[src/hw/rtl/pjtb_pkg.sv]
`default_nettype none

package pjtb_pkg;

    localparam int MAX_WORKERS_DEF = 16;

    localparam int OP_W       = 2;
    localparam int WID_W      = 4;
    localparam int PERIOD_W   = 16;
    localparam int KIND_W     = 3;
    localparam int SLOT_OUT_W = 4;

    typedef enum logic [OP_W-1:0] {
        OP_TICK = 2'd0,
        OP_ADD  = 2'd1,
        OP_DONE = 2'd2
    } op_t;

    typedef enum logic [KIND_W-1:0] {
        KIND_DISPATCH  = 3'd0,
        KIND_ADDED     = 3'd1,
        KIND_COMPLETED = 3'd2,
        KIND_FULL      = 3'd3,
        KIND_BAD_DONE  = 3'd4
    } kind_t;

    // One decoded command word passed from the front end to the executor.
    typedef struct packed {
        op_t                 op;
        logic [WID_W-1:0]    wid;
        logic [PERIOD_W-1:0] period;
    } cmd_t;

    typedef enum logic [1:0] {
        ST_IDLE,
        ST_SCAN,
        ST_FLUSH,
        ST_DONE_WB
    } bstate_t;

endpackage

`default_nettype wire

[src/hw/rtl/periodic_job_timer_bank.sv]
// Bank of periodic job timers. An add word claims the next free slot and
// reports its number (or table full); a tick word counts down every waiting
// slot from the newest to the oldest and reports each slot that expires as a
// dispatch word, the final one flagged with last; a done word rearms a busy
// slot or reports a bad done. A two-word input queue decouples the input from
// the executor. Add, bad done and table full are answered from the idle
// state; a good done reads the period store, then rearms the slot; a tick
// decodes, reads one slot at a time, evaluates each read, leaves the scan
// and flushes the held dispatch. Reads go through the single read port of
// the countdown store, which is visited at one slot per cycle while the
// output does not stall the scan.
`default_nettype none

module periodic_job_timer_bank
#(
    parameter int MAX_WORKERS = pjtb_pkg::MAX_WORKERS_DEF
)
(
    input  wire logic                             clk,
    input  wire logic                             rst_n,
    input  wire logic                             in_valid,
    output logic                                  in_stall,
    input  wire logic [pjtb_pkg::OP_W-1:0]        op,
    input  wire logic [pjtb_pkg::WID_W-1:0]       worker_id,
    input  wire logic [pjtb_pkg::PERIOD_W-1:0]    period,
    output logic                                  out_valid,
    input  wire logic                             out_stall,
    output logic [pjtb_pkg::KIND_W-1:0]           kind,
    output logic [pjtb_pkg::SLOT_OUT_W-1:0]       slot,
    output logic                                  last
);
    import pjtb_pkg::*;

    logic cmd_valid;
    cmd_t cmd;
    logic cmd_pop;

    pjtb_front u_front
    (
        .clk       (clk),
        .rst_n     (rst_n),
        .in_valid  (in_valid),
        .in_stall  (in_stall),
        .op        (op),
        .worker_id (worker_id),
        .period    (period),
        .cmd_valid (cmd_valid),
        .cmd       (cmd),
        .cmd_pop   (cmd_pop)
    );

    pjtb_back
    #(
        .MAX_WORKERS (MAX_WORKERS)
    )
    u_back
    (
        .clk       (clk),
        .rst_n     (rst_n),
        .cmd_valid (cmd_valid),
        .cmd       (cmd),
        .cmd_pop   (cmd_pop),
        .out_valid (out_valid),
        .out_stall (out_stall),
        .kind      (kind),
        .slot      (slot),
        .last      (last)
    );

endmodule

`default_nettype wire

[src/hw/rtl/pjtb_front.sv]
`default_nettype none

module pjtb_front
(
    input  wire logic                           clk,
    input  wire logic                           rst_n,
    input  wire logic                           in_valid,
    output logic                                in_stall,
    input  wire logic [pjtb_pkg::OP_W-1:0]      op,
    input  wire logic [pjtb_pkg::WID_W-1:0]     worker_id,
    input  wire logic [pjtb_pkg::PERIOD_W-1:0]  period,
    output logic                                cmd_valid,
    output pjtb_pkg::cmd_t                      cmd,
    input  wire logic                           cmd_pop
);
    import pjtb_pkg::*;

    localparam int DEPTH = 2;

    cmd_t       q_reg [DEPTH];
    logic [1:0] cnt_reg, cnt_next;
    logic       wr_ptr_reg, wr_ptr_next;
    logic       rd_ptr_reg, rd_ptr_next;
    logic       op_ok;
    logic       push;
    logic       pop;
    cmd_t       new_cmd;

    assign in_stall  = (cnt_reg == 2'(DEPTH));
    assign cmd_valid = (cnt_reg != 2'd0);
    assign cmd       = q_reg[rd_ptr_reg];

    // The unused op code is accepted and dropped here.
    assign op_ok = (op == OP_TICK) || (op == OP_ADD) || (op == OP_DONE);
    assign push  = in_valid && !in_stall && op_ok;
    assign pop   = cmd_pop && cmd_valid;

    always_comb
    begin
        new_cmd.op     = op_t'(op);
        new_cmd.wid    = worker_id;
        new_cmd.period = (period == '0) ? PERIOD_W'(1) : period;
    end

    always_comb
    begin
        wr_ptr_next = push ? !wr_ptr_reg : wr_ptr_reg;
        rd_ptr_next = pop ? !rd_ptr_reg : rd_ptr_reg;
        cnt_next    = cnt_reg;
        if (push && !pop)
        begin
            cnt_next = cnt_reg + 2'd1;
        end
        else if (pop && !push)
        begin
            cnt_next = cnt_reg - 2'd1;
        end
    end

    always_ff @(posedge clk or negedge rst_n)
    begin
        if (!rst_n)
        begin
            cnt_reg    <= '0;
            wr_ptr_reg <= 1'b0;
            rd_ptr_reg <= 1'b0;
        end
        else
        begin
            cnt_reg    <= cnt_next;
            wr_ptr_reg <= wr_ptr_next;
            rd_ptr_reg <= rd_ptr_next;
        end
    end

    always_ff @(posedge clk)
    begin
        if (push)
        begin
            q_reg[wr_ptr_reg] <= new_cmd;
        end
    end

endmodule

`default_nettype wire

[src/hw/rtl/pjtb_back.sv]
`default_nettype none

module pjtb_back
#(
    parameter int MAX_WORKERS = pjtb_pkg::MAX_WORKERS_DEF
)
(
    input  wire logic                             clk,
    input  wire logic                             rst_n,
    input  wire logic                             cmd_valid,
    input  wire pjtb_pkg::cmd_t                   cmd,
    output logic                                  cmd_pop,
    output logic                                  out_valid,
    input  wire logic                             out_stall,
    output logic [pjtb_pkg::KIND_W-1:0]           kind,
    output logic [pjtb_pkg::SLOT_OUT_W-1:0]       slot,
    output logic                                  last
);
    import pjtb_pkg::*;

    localparam int SLOT_W = (MAX_WORKERS > 1) ? $clog2(MAX_WORKERS) : 1;
    localparam int CNT_W  = $clog2(MAX_WORKERS + 1);
    localparam int CMP_W  = (CNT_W > WID_W) ? CNT_W : WID_W;

    bstate_t state_reg, state_next;

    logic [CNT_W-1:0]       used_reg, used_next;
    logic [MAX_WORKERS-1:0] busy_reg, busy_next;
    logic [SLOT_W-1:0]      scan_idx_reg, scan_idx_next;
    logic                   scan_more_reg, scan_more_next;
    logic                   ev_v_reg, ev_v_next;
    logic [SLOT_W-1:0]      ev_idx_reg, ev_idx_next;
    logic                   pend_v_reg, pend_v_next;
    logic [SLOT_W-1:0]      pend_slot_reg, pend_slot_next;
    logic [SLOT_W-1:0]      wid_reg, wid_next;

    logic                   out_valid_reg, out_valid_next;
    kind_t                  out_kind_reg, out_kind_next;
    logic [SLOT_OUT_W-1:0]  out_slot_reg, out_slot_next;
    logic                   out_last_reg, out_last_next;
    logic                   out_load;

    // Countdown and period stores, one write and one registered read each.
    logic [PERIOD_W-1:0]    cnt_mem [MAX_WORKERS];
    logic [PERIOD_W-1:0]    per_mem [MAX_WORKERS];
    logic [PERIOD_W-1:0]    cnt_rd_reg;
    logic [PERIOD_W-1:0]    per_rd_reg;
    logic                   cnt_we, cnt_re, per_we, per_re;
    logic [SLOT_W-1:0]      cnt_wa, cnt_ra, per_wa, per_ra;
    logic [PERIOD_W-1:0]    cnt_wd, per_wd;

    logic                   out_free;
    logic                   full;
    logic                   wid_ok;
    logic [SLOT_W-1:0]      wid_idx;
    logic                   wid_good;
    logic                   advance;
    logic                   ev_busy;
    logic [PERIOD_W-1:0]    cnt_dec;
    logic                   ev_write;
    logic                   ev_fire;

    assign out_free = !out_valid_reg || !out_stall;
    assign full     = (used_reg == CNT_W'(MAX_WORKERS));
    assign wid_ok   = (CMP_W'(cmd.wid) < CMP_W'(used_reg));
    assign wid_idx  = SLOT_W'(cmd.wid);
    assign wid_good = wid_ok && busy_reg[wid_idx];

    // A found dispatch is held back in a pending register so the last one can be flagged.
    assign advance  = !ev_v_reg || !pend_v_reg || out_free;
    assign ev_busy  = busy_reg[ev_idx_reg];
    assign cnt_dec  = (cnt_rd_reg != '0) ? (cnt_rd_reg - PERIOD_W'(1)) : '0;
    assign ev_write = ev_v_reg && !ev_busy;
    assign ev_fire  = ev_write && (cnt_dec == '0);

    assign out_valid = out_valid_reg;
    assign kind      = out_kind_reg;
    assign slot      = out_slot_reg;
    assign last      = out_last_reg;

    always_comb
    begin
        state_next = state_reg;
        unique case (state_reg)
            ST_IDLE:
            begin
                if (cmd_valid && (cmd.op == OP_TICK) && (used_reg != '0))
                begin
                    state_next = ST_SCAN;
                end
                else if (cmd_valid && (cmd.op == OP_DONE) && wid_good)
                begin
                    state_next = ST_DONE_WB;
                end
            end
            ST_SCAN:
            begin
                if (!scan_more_reg && !ev_v_reg)
                begin
                    state_next = ST_FLUSH;
                end
            end
            ST_FLUSH:
            begin
                if (!pend_v_reg || out_free)
                begin
                    state_next = ST_IDLE;
                end
            end
            ST_DONE_WB:
            begin
                if (out_free)
                begin
                    state_next = ST_IDLE;
                end
            end
            default:
            begin
                state_next = ST_IDLE;
            end
        endcase
    end

    always_comb
    begin
        cmd_pop        = 1'b0;
        used_next      = used_reg;
        busy_next      = busy_reg;
        scan_idx_next  = scan_idx_reg;
        scan_more_next = scan_more_reg;
        ev_v_next      = ev_v_reg;
        ev_idx_next    = ev_idx_reg;
        pend_v_next    = pend_v_reg;
        pend_slot_next = pend_slot_reg;
        wid_next       = wid_reg;
        out_load       = 1'b0;
        out_kind_next  = out_kind_reg;
        out_slot_next  = out_slot_reg;
        out_last_next  = out_last_reg;
        cnt_we         = 1'b0;
        cnt_wa         = ev_idx_reg;
        cnt_wd         = cnt_dec;
        cnt_re         = 1'b0;
        cnt_ra         = scan_idx_reg;
        per_we         = 1'b0;
        per_wa         = SLOT_W'(used_reg);
        per_wd         = cmd.period;
        per_re         = 1'b0;
        per_ra         = wid_idx;

        unique case (state_reg)
            ST_IDLE:
            begin
                if (cmd_valid)
                begin
                    case (cmd.op)
                        OP_TICK:
                        begin
                            cmd_pop = 1'b1;
                            if (used_reg != '0)
                            begin
                                scan_idx_next  = SLOT_W'(used_reg - CNT_W'(1));
                                scan_more_next = 1'b1;
                                ev_v_next      = 1'b0;
                            end
                        end
                        OP_ADD:
                        begin
                            if (out_free)
                            begin
                                cmd_pop       = 1'b1;
                                out_load      = 1'b1;
                                out_last_next = 1'b1;
                                if (full)
                                begin
                                    out_kind_next = KIND_FULL;
                                    out_slot_next = '0;
                                end
                                else
                                begin
                                    cnt_we    = 1'b1;
                                    cnt_wa    = SLOT_W'(used_reg);
                                    cnt_wd    = cmd.period;
                                    per_we    = 1'b1;
                                    busy_next[SLOT_W'(used_reg)] = 1'b0;
                                    used_next = used_reg + CNT_W'(1);
                                    out_kind_next = KIND_ADDED;
                                    out_slot_next = SLOT_OUT_W'(used_reg);
                                end
                            end
                        end
                        OP_DONE:
                        begin
                            if (wid_good)
                            begin
                                cmd_pop  = 1'b1;
                                per_re   = 1'b1;
                                wid_next = wid_idx;
                            end
                            else if (out_free)
                            begin
                                cmd_pop       = 1'b1;
                                out_load      = 1'b1;
                                out_kind_next = KIND_BAD_DONE;
                                out_slot_next = SLOT_OUT_W'(cmd.wid);
                                out_last_next = 1'b1;
                            end
                        end
                        default:
                        begin
                            cmd_pop = 1'b1;
                        end
                    endcase
                end
            end
            ST_SCAN:
            begin
                if (advance)
                begin
                    // Evaluate the slot read on the previous scan step.
                    if (ev_write)
                    begin
                        cnt_we = 1'b1;
                    end
                    if (ev_fire)
                    begin
                        busy_next[ev_idx_reg] = 1'b1;
                        if (pend_v_reg)
                        begin
                            out_load      = 1'b1;
                            out_kind_next = KIND_DISPATCH;
                            out_slot_next = SLOT_OUT_W'(pend_slot_reg);
                            out_last_next = 1'b0;
                        end
                        pend_v_next    = 1'b1;
                        pend_slot_next = ev_idx_reg;
                    end
                    // Read the next slot, walking down to slot zero.
                    if (scan_more_reg)
                    begin
                        cnt_re         = 1'b1;
                        ev_v_next      = 1'b1;
                        ev_idx_next    = scan_idx_reg;
                        scan_idx_next  = scan_idx_reg - SLOT_W'(1);
                        scan_more_next = (scan_idx_reg != '0);
                    end
                    else
                    begin
                        ev_v_next = 1'b0;
                    end
                end
            end
            ST_FLUSH:
            begin
                if (pend_v_reg && out_free)
                begin
                    out_load      = 1'b1;
                    out_kind_next = KIND_DISPATCH;
                    out_slot_next = SLOT_OUT_W'(pend_slot_reg);
                    out_last_next = 1'b1;
                    pend_v_next   = 1'b0;
                end
            end
            ST_DONE_WB:
            begin
                if (out_free)
                begin
                    cnt_we             = 1'b1;
                    cnt_wa             = wid_reg;
                    cnt_wd             = per_rd_reg;
                    busy_next[wid_reg] = 1'b0;
                    out_load           = 1'b1;
                    out_kind_next      = KIND_COMPLETED;
                    out_slot_next      = SLOT_OUT_W'(wid_reg);
                    out_last_next      = 1'b1;
                end
            end
            default:
            begin
                cmd_pop = 1'b0;
            end
        endcase

        out_valid_next = out_load || (out_valid_reg && out_stall);
    end

    always_ff @(posedge clk or negedge rst_n)
    begin
        if (!rst_n)
        begin
            state_reg     <= ST_IDLE;
            used_reg      <= '0;
            busy_reg      <= '0;
            scan_more_reg <= 1'b0;
            ev_v_reg      <= 1'b0;
            pend_v_reg    <= 1'b0;
            out_valid_reg <= 1'b0;
        end
        else
        begin
            state_reg     <= state_next;
            used_reg      <= used_next;
            busy_reg      <= busy_next;
            scan_more_reg <= scan_more_next;
            ev_v_reg      <= ev_v_next;
            pend_v_reg    <= pend_v_next;
            out_valid_reg <= out_valid_next;
        end
    end

    always_ff @(posedge clk)
    begin
        scan_idx_reg  <= scan_idx_next;
        ev_idx_reg    <= ev_idx_next;
        pend_slot_reg <= pend_slot_next;
        wid_reg       <= wid_next;
        if (out_load)
        begin
            out_kind_reg <= out_kind_next;
            out_slot_reg <= out_slot_next;
            out_last_reg <= out_last_next;
        end
    end

    always_ff @(posedge clk)
    begin
        if (cnt_we)
        begin
            cnt_mem[cnt_wa] <= cnt_wd;
        end
        if (cnt_re)
        begin
            cnt_rd_reg <= cnt_mem[cnt_ra];
        end
    end

    always_ff @(posedge clk)
    begin
        if (per_we)
        begin
            per_mem[per_wa] <= per_wd;
        end
        if (per_re)
        begin
            per_rd_reg <= per_mem[per_ra];
        end
    end

endmodule

`default_nettype wire

[config.mk]
export PLATFORM = sky130hd
export DESIGN_NAME = periodic_job_timer_bank
export DESIGN_NICKNAME = d
export VERILOG_FILES = /design/src/hw/rtl/pjtb_pkg.sv /design/src/hw/rtl/periodic_job_timer_bank.sv /design/src/hw/rtl/pjtb_front.sv /design/src/hw/rtl/pjtb_back.sv
export SDC_FILE = /design/constraint.sdc
export NUM_CORES = 1
export LEC_CHECK = 0
export BUFFER_PORTS_ARGS = -buffer_cell sky130_fd_sc_hd__buf_2
export CAP_MARGIN = 5
export CORE_ASPECT_RATIO = 0.8
export CORE_MARGIN = 1.5
export CORE_UTILIZATION = 57
export CTS_CLUSTER_DIAMETER = 40
export DETAILED_ROUTE_END_ITERATION = 6
export GPL_TIMING_DRIVEN = 0
export PLACE_DENSITY = 0.84
export REMOVE_ABC_BUFFERS = 1
export SLEW_MARGIN = 10
export SYNTH_ARGS = -nofsm -noshare
export SYNTH_HDL_FRONTEND = slang
export SYNTH_SLANG_ARGS = --single-unit
[constraint.sdc]
create_clock -name clk -period 5.2 [get_ports clk]
set_input_delay 0.52 -clock clk [delete_from_list [all_inputs] [get_ports clk]]
set_output_delay 0.52 -clock clk [all_outputs]
set_load 0.02 [all_outputs]
==> key figures, run 1 <==
GRT
  • GR Overflow Total: 0
  • First-pass GRT wire length: ~98 mm
  • Total GRT Usage: 28.13%
  • Vias in the first global route: 15300
  • Largest net degree at the start of global routing: 43
  • Antenna violations before repair: 0

Setup path
  • Startpoint types: flop
  • CP endpoint kind: flop
  • Worst R2R Path Depth: 9
  • Worst Path Arrival: 5230 ps
  • Setup crit end: u_back.cnt_mem[3][5]
  • WP data required: roughly 5500 ps
  • Reg2reg setup slack: 260 ps
  • Worst Path Max Fanout: 23
  • Worst R2R End: u_back.cnt_mem[3][5]
  • RR Startpoint: u_front.rd_ptr_reg
  • Critical path class: reg -> reg
  • Critical Path Source: u_front.rd_ptr_reg

Min path
  • Worst min path class: in -> reg

Synth
  • Post-synthesis sequential area ratio: between 70% and 80%
  • Post-synth ARST share: under 10%
  • Combinational family with the most area after synthesis: multiplexers
  • Yosys Warn Count: 0
  • Mux cell area share after synthesis: between 10% and 20%
  • Post-synth EDFFs: 612
  • Post-synthesis xor/xnor area fraction: 0.7980%
  • Share of the synthesized area in the top cell type: 69.77%
  • Mapped Cells: between 1000 and 1500
  • Netlist cell types: 64
  • Post-synthesis compound-gate area fraction: 3.681%
  • Primary FF master, synth: edfxtp_1
  • Syn_area_per_cell: 18.25 um2
  • Post-synthesis simple-gate area fraction: 5.985%
  • Cell Area, Synth: 0.02634 mm2
  • #FFs+latches synth: roughly 640
  • Synth area leader: edfxtp_1
  • Post-synthesis adder-cell area fraction: 0.8550%
  • Ranking of synthesized cells by area: edfxtp_1, mux4_2, dfrtp_1

Routing
  • Initial drt markers: 2680
  • Vias/cell: 6.894
  • Residual DRC count: 0
  • Routed WL: between 60 and 70 mm
  • Remaining antenna violation count: 0
  • Vias: approximately 15000
  • DR pass1 iterations: 7
  • Wirelength per Cell: 30.00 um

Power
  • VDD IR max: ~0.0004 V
  • P_leak: 0.009868 uW
  • Final Total Pwr: 17230 uW
  • Power per cell area: 570.6 mW/mm2

Die
  • Core area: approximately 0.046 mm2
  • Die Y-Extent: 195.3 um
  • Row count: 70
  • I/O pins: 36
  • Starting Density: between 50 and 60%
  • Die area: 0.04752 mm2
  • Die Width: about 240 um

Final layout
  • Syn-to-layout area delta: 14.63%
  • Nets@finish: 1562
  • Most frequent cells in the layout: edfxtp_1, mux4_2, nand2_1
  • Fillers: 2617
  • Final cell count without fillers: 2179
  • Layout cells sized above 1: 26.16%
  • Final design utilization: 66.17%
  • Final Instance Area: 0.03020 mm2
  • Commonest non-fill, non-tap cell in the layout: edfxtp_1
  • Ant diodes: 0

Clock network
  • Clock transition at the registers of the reported paths: 60 ps
  • Worst skew pair latency: 620 ps
  • Root Buffer: clkbuf_16
  • Num CTS Buffers: 67
  • CTS H-tree depth: 3
  • CTS Sinks: 643
  • CTS tree: built
  • Clock buffer depth: 3

Placed design
  • Port-buffer cells: 35
  • Area after DPL: 0.02795 mm2
  • Placed Instances: 2054
  • Detailed placement HPWL: between 30 and 40 mm
  • Final Wtd Congestion: between 0.9 and 1

STA
  • Tmin final: 4936 ps
  • RSZ-0062 raised after global routing: no
  • Fmax: 202.6 MHz
  • Relative slew slack: 12.60%
  • Worst-Margin Slew: 1311 ps
  • Fin. Hold Viols: 0
  • Final Cycle Share: 94.92%
  • Layout Skew: 32.39 ps
  • Final setup vio count: 0
  • Max Transition Viols Final: 0

Flow run
  • Max_cap viols: 0

Outcome
  • Status: complete, no violations
-- power breakdown --
part	internal, uW	leakage (uW)	switching, uW	total (uW)
Clock	2710	0.00104	2090	4800
Sequential	6920	0.00594	417	7340
Combinational	2030	0.00289	3060	5090
Total	11700	0.00987	5570	17200
-- cell families (layout without fill, tap and decap cells) --
family | Yosys count | after routing
AND/OR/NAND/NOR | 327 | 327
flip-flops | 643 | 643
AO/OA/AOI/OAI | 138 | 138
XOR/XNOR | 24 | 24
buffers and inverters | 112 | 236
multiplexers | 181 | 181
adder cells (fa/ha/maj) | 18 | 18
-- critical path, cell delays in order, from the launching register on --
cell and delay (ps):
dfrtp_2 850, mux2i_1 500, ha_1 310, and2_1 170
nand2_1 190, nor3_4 810, a222oi_1 320, or3b_4 520
nor2_2 670, buf_8 250
-- synth_stat cells (all sizes together) (2+ instances only) --
cell / n
nor2b: 12
nand3: 19
or4: 3
o22a: 2
inv: 20
or2: 2
mux2i: 12
nand3b: 4
xnor2: 16
nand2b: 11
nor3: 20
a221o: 3
nor2: 93
nor4: 16
nand2: 101
mux2: 16
and3: 23
clkinv: 2
a222oi: 5
o311a: 2
a21boi: 2
a41o: 2
ha: 18
dfrtp: 31
nor3b: 5
a31oi: 34
and2: 7
mux4: 153
o31ai: 2
a21oi: 15
o21ai: 23
buf: 27
o21a: 2
edfxtp: 612
or3b: 2
a22oi: 13
or3: 2
a211oi: 5
nand4: 3
clkbuf: 63
a32oi: 15
xor2: 8
a221oi: 5
-- cell type report --
class                   count  area, um2  share of cell area [%]
flip-flops and latches    643      19150                   63.43
repair buffers             96       1117                   3.700
clock buffers              81       1750                   5.797
inverters                  22      95.09                  0.3149
well taps                 612      765.7                   2.536
clock inverters            37      434.2                   1.438
multi-input cells         688       6879                   22.78
-- per-layer routing --
layer  share of wire (%)  vias up  GRT usage [%]
met5                   0        -              0
met4                 3.9        0          10.28
met3                  12      221          5.154
met2                  48     1288          45.34
met1                  36     7525          39.01
li1                    -     5988              -
-- worst min-delay path by stage --
| stage | from | end | slack (ps) | depth (start not counted) |
|---|---|---|---|---|
| final | worker_id[2] | u_front.q_reg[1][18] | 100 | 1 |
| after global routing | worker_id[0] | u_front.q_reg[0][16] | 100 | 1 |
| after CTS | worker_id[2] | u_front.q_reg[0][18] | 80 | 1 |
| after detailed placement | u_front.cnt_reg[1] | u_front.cnt_reg[1] | 510 | 1 |
| after global placement | u_front.cnt_reg[1] | u_front.cnt_reg[1] | 470 | 1 |
| after floorplan | rst_n | u_back.busy_reg[0] | 220 | 0 |
-- per-stage QoR --
stage | TNS [ps] | setup slack (ps) | hold WS, ps
after floorplan | -14120 | -737.9 | 224.4
after global placement | -430530 | -5055 | 472.8
after detailed placement | -10910 | -711.0 | 513.3
after CTS | 0 | 231.5 | 82.83
after global routing | 0 | 186.6 | 96.94
final | 0 | 264.2 | 95.26
-- timing repair --
action                                 4_1_cts  5_1_grt
setup endpoints to repair                   26       24
setup buffers                                0        1
hold buffers                                 1        0
pin swaps                                    0        0
endpoints found under the hold margin       31        0
resized for setup                            3        0
Power figures use the tool's default switching activity.
==> run 2, diff against run 1 <==
--- a/config.mk
+++ b/config.mk
@@ -5,7 +5,7 @@
 export SDC_FILE = /design/constraint.sdc
 export NUM_CORES = 1
 export LEC_CHECK = 0
-export BUFFER_PORTS_ARGS = -buffer_cell sky130_fd_sc_hd__buf_2
+export BUFFER_PORTS_ARGS = -buffer_cell sky130_fd_sc_hd__buf_4
 export CAP_MARGIN = 5
 export CORE_ASPECT_RATIO = 0.8
 export CORE_MARGIN = 1.5
==> key figures, run 2 (same netlist as run 1, synthesis figures left out) <==
GRT
  • Vias in the first global route: between 10000 and 15000
  • Antenna violations before repair: 0
  • GR Overflow Total: 0
  • First-pass GRT wire length: 95.32 mm
  • Largest net degree at the start of global routing: 53
  • Total GRT Usage: between 20 and 30%

Setup path
  • CP endpoint kind: flop
  • RR Startpoint: u_front.rd_ptr_reg
  • Worst Path Arrival: approximately 5300 ps
  • Critical path's slowest cell: dfrtp_2
  • Setup crit end: u_back.cnt_mem[15][15]
  • Critical Path Source: u_front.rd_ptr_reg
  • Worst R2R Path Depth: 9
  • Startpoint types: flop
  • Critical path class: reg -> reg
  • CP max stage delay: approximately 840 ps
  • Worst R2R End: u_back.cnt_mem[15][15]
  • Worst Path Max Fanout: 23
  • Reg2reg setup slack: 240 ps
  • WP data required: 5520 ps
  • CP cell instances: mux2i_1, ha_1, and2_1, nand2_1, nor3_4, a222oi_1, or3b_4, nor2_2, buf_6

Clock network
  • Worst skew pair latency: 630 ps
  • Num CTS Buffers: 60
  • CTS H-tree depth: 2
  • Root Buffer: clkbuf_16
  • Clock transition at the registers of the reported paths: approximately 60 ps
  • Post-CTS Setup Inserts: 0
  • CTS Sinks: 643
  • CTS tree: built
  • Clock buffer depth: 3

Final layout
  • Most frequent cells in the layout: edfxtp_1, mux4_2, nand2_1
  • Syn-to-layout area delta: 13.75%
  • Nets@finish: 1547
  • Layout cells sized above 1: 25.45%
  • Fillers: approximately 2700
  • Commonest non-fill, non-tap cell in the layout: edfxtp_1
  • Ant diodes: 0

Min path
  • Hold_sp: worker_id[2]
  • Worst min path class: in -> reg

Placed design
  • Port-buffer cells: 35
  • Final Wtd Congestion: roughly 0.92
  • Detailed placement HPWL: 37.52 mm
  • Placement Setup Slack: -675.2 ps

STA
  • Hold slack: 82.53 ps
  • Layout Skew: 20.65 ps
  • Fmax: slightly above 200 MHz
  • Worst-Margin Slew: 1272 ps
  • Max Transition Viols Final: 0
  • Fin worst setup slack: 236.4 ps
  • Tmin final: 4964 ps
  • Final Cycle Share: 95.45%
  • Fin. Hold Viols: 0
  • Final setup vio count: 0
  • RSZ-0062 raised after global routing: no
  • Relative slew slack: 15.21%

Routing
  • Vias/cell: 6.890
  • DR pass1 iterations: 6
  • Residual DRC count: 0
  • Routed WL: ~64 mm
  • Initial drt markers: 2392
  • Wirelength per Cell: 29.64 um
  • Remaining antenna violation count: 0
  • Vias: 14910

Die
  • Die Y-Extent: around 200 um
  • Die Width: 243.3 um
  • Row count: 70
  • Starting Density: 57.73%
  • Core area: 0.04563 mm2
  • Die area: 0.04752 mm2
  • I/O pins: 36

Power
  • VDD IR max: 0.0003963 V
  • P_leak: 0.009772 uW
  • Power per cell area: 560.9 mW/mm2

Flow run
  • Max_cap viols: 0

Outcome
  • Status: complete, no violations
## run 2: changes by cell type in the layout (fill, tap and decap cells not counted), sizes merged
| cell | delta |
|---|---|
| clkbuf | -13 |
| clkinv | +10 |
| buf | -8 |
| clkinvlp | -6 |
| bufinv | +2 |
## run 2: cell type report
type | count | area [um2] | share of cell area (%)
well taps | 612 | 765.7 | 2.556
clock inverters | 43 | 441.7 | 1.474
clock buffers | 68 | 1531 | 5.111
repair buffers | 88 | 1085 | 3.620
flip-flops and latches | 643 | 19150 | 63.93
multi-input cells | 688 | 6889 | 22.99
inverters | 22 | 95.09 | 0.3174
## run 2: through the flow
step	utilization, %	instances	setup TNS (ps)	cell area, um2	total power (uW)
after floorplan	-	1353	-14120	25980	10530
after global placement	59.20	2000	-454610	27010	11870
after detailed placement	61.23	2048	-10250	27940	12230
after CTS	65.60	2160	0	29930	16730
after global routing	65.66	2164	0	29960	17340
final	65.66	2164	0	29960	16810
## run 2: worst min path at each step
stage	to	slack, ps	depth (start not counted)
after global routing	u_front.q_reg[0][18]	70	1
after floorplan	u_back.busy_reg[0]	220	0
after CTS	u_front.q_reg[1][18]	70	1
final	u_front.q_reg[0][18]	80	1
after detailed placement	u_back.pend_v_reg	480	1
after global placement	u_front.cnt_reg[1]	470	1
## run 2: repair_timing
item,in CTS,in global routing
hold endpoints to repair,31,0
endpoints found under the setup margin,31,0
gates resized for setup,3,0
hold buffers,1,0
## run 2: metal layers
| metal | vias up | part of all wire, % | global-route usage, % |
|---|---|---|---|
| met4 | 0 | 3.3 | 10.12 |
| met5 | - | 0 | 0 |
| met1 | 7567 | 37 | 38.20 |
| met2 | 1193 | 48 | 43.32 |
| met3 | 192 | 12 | 5.525 |
| li1 | 5957 | - | - |
## run 2: where the power goes
| part | internal, uW | total [uW] | switching, uW |
|---|---|---|---|
| Sequential | 6930 | 7370 | 439 |
| Combinational | 2010 | 5010 | 2990 |
| Clock | 2480 | 4440 | 1950 |
## run 2: critical path: cells and delay by family (launching register included)
family / cells / cell delay, ps
and+or+nand+nor: 5 / 2460
DFF: 1 / 840
AOI/OAI and AO/OA: 1 / 300
buffers and inverters: 1 / 260
adders and majority gates: 1 / 310
muxes: 1 / 490
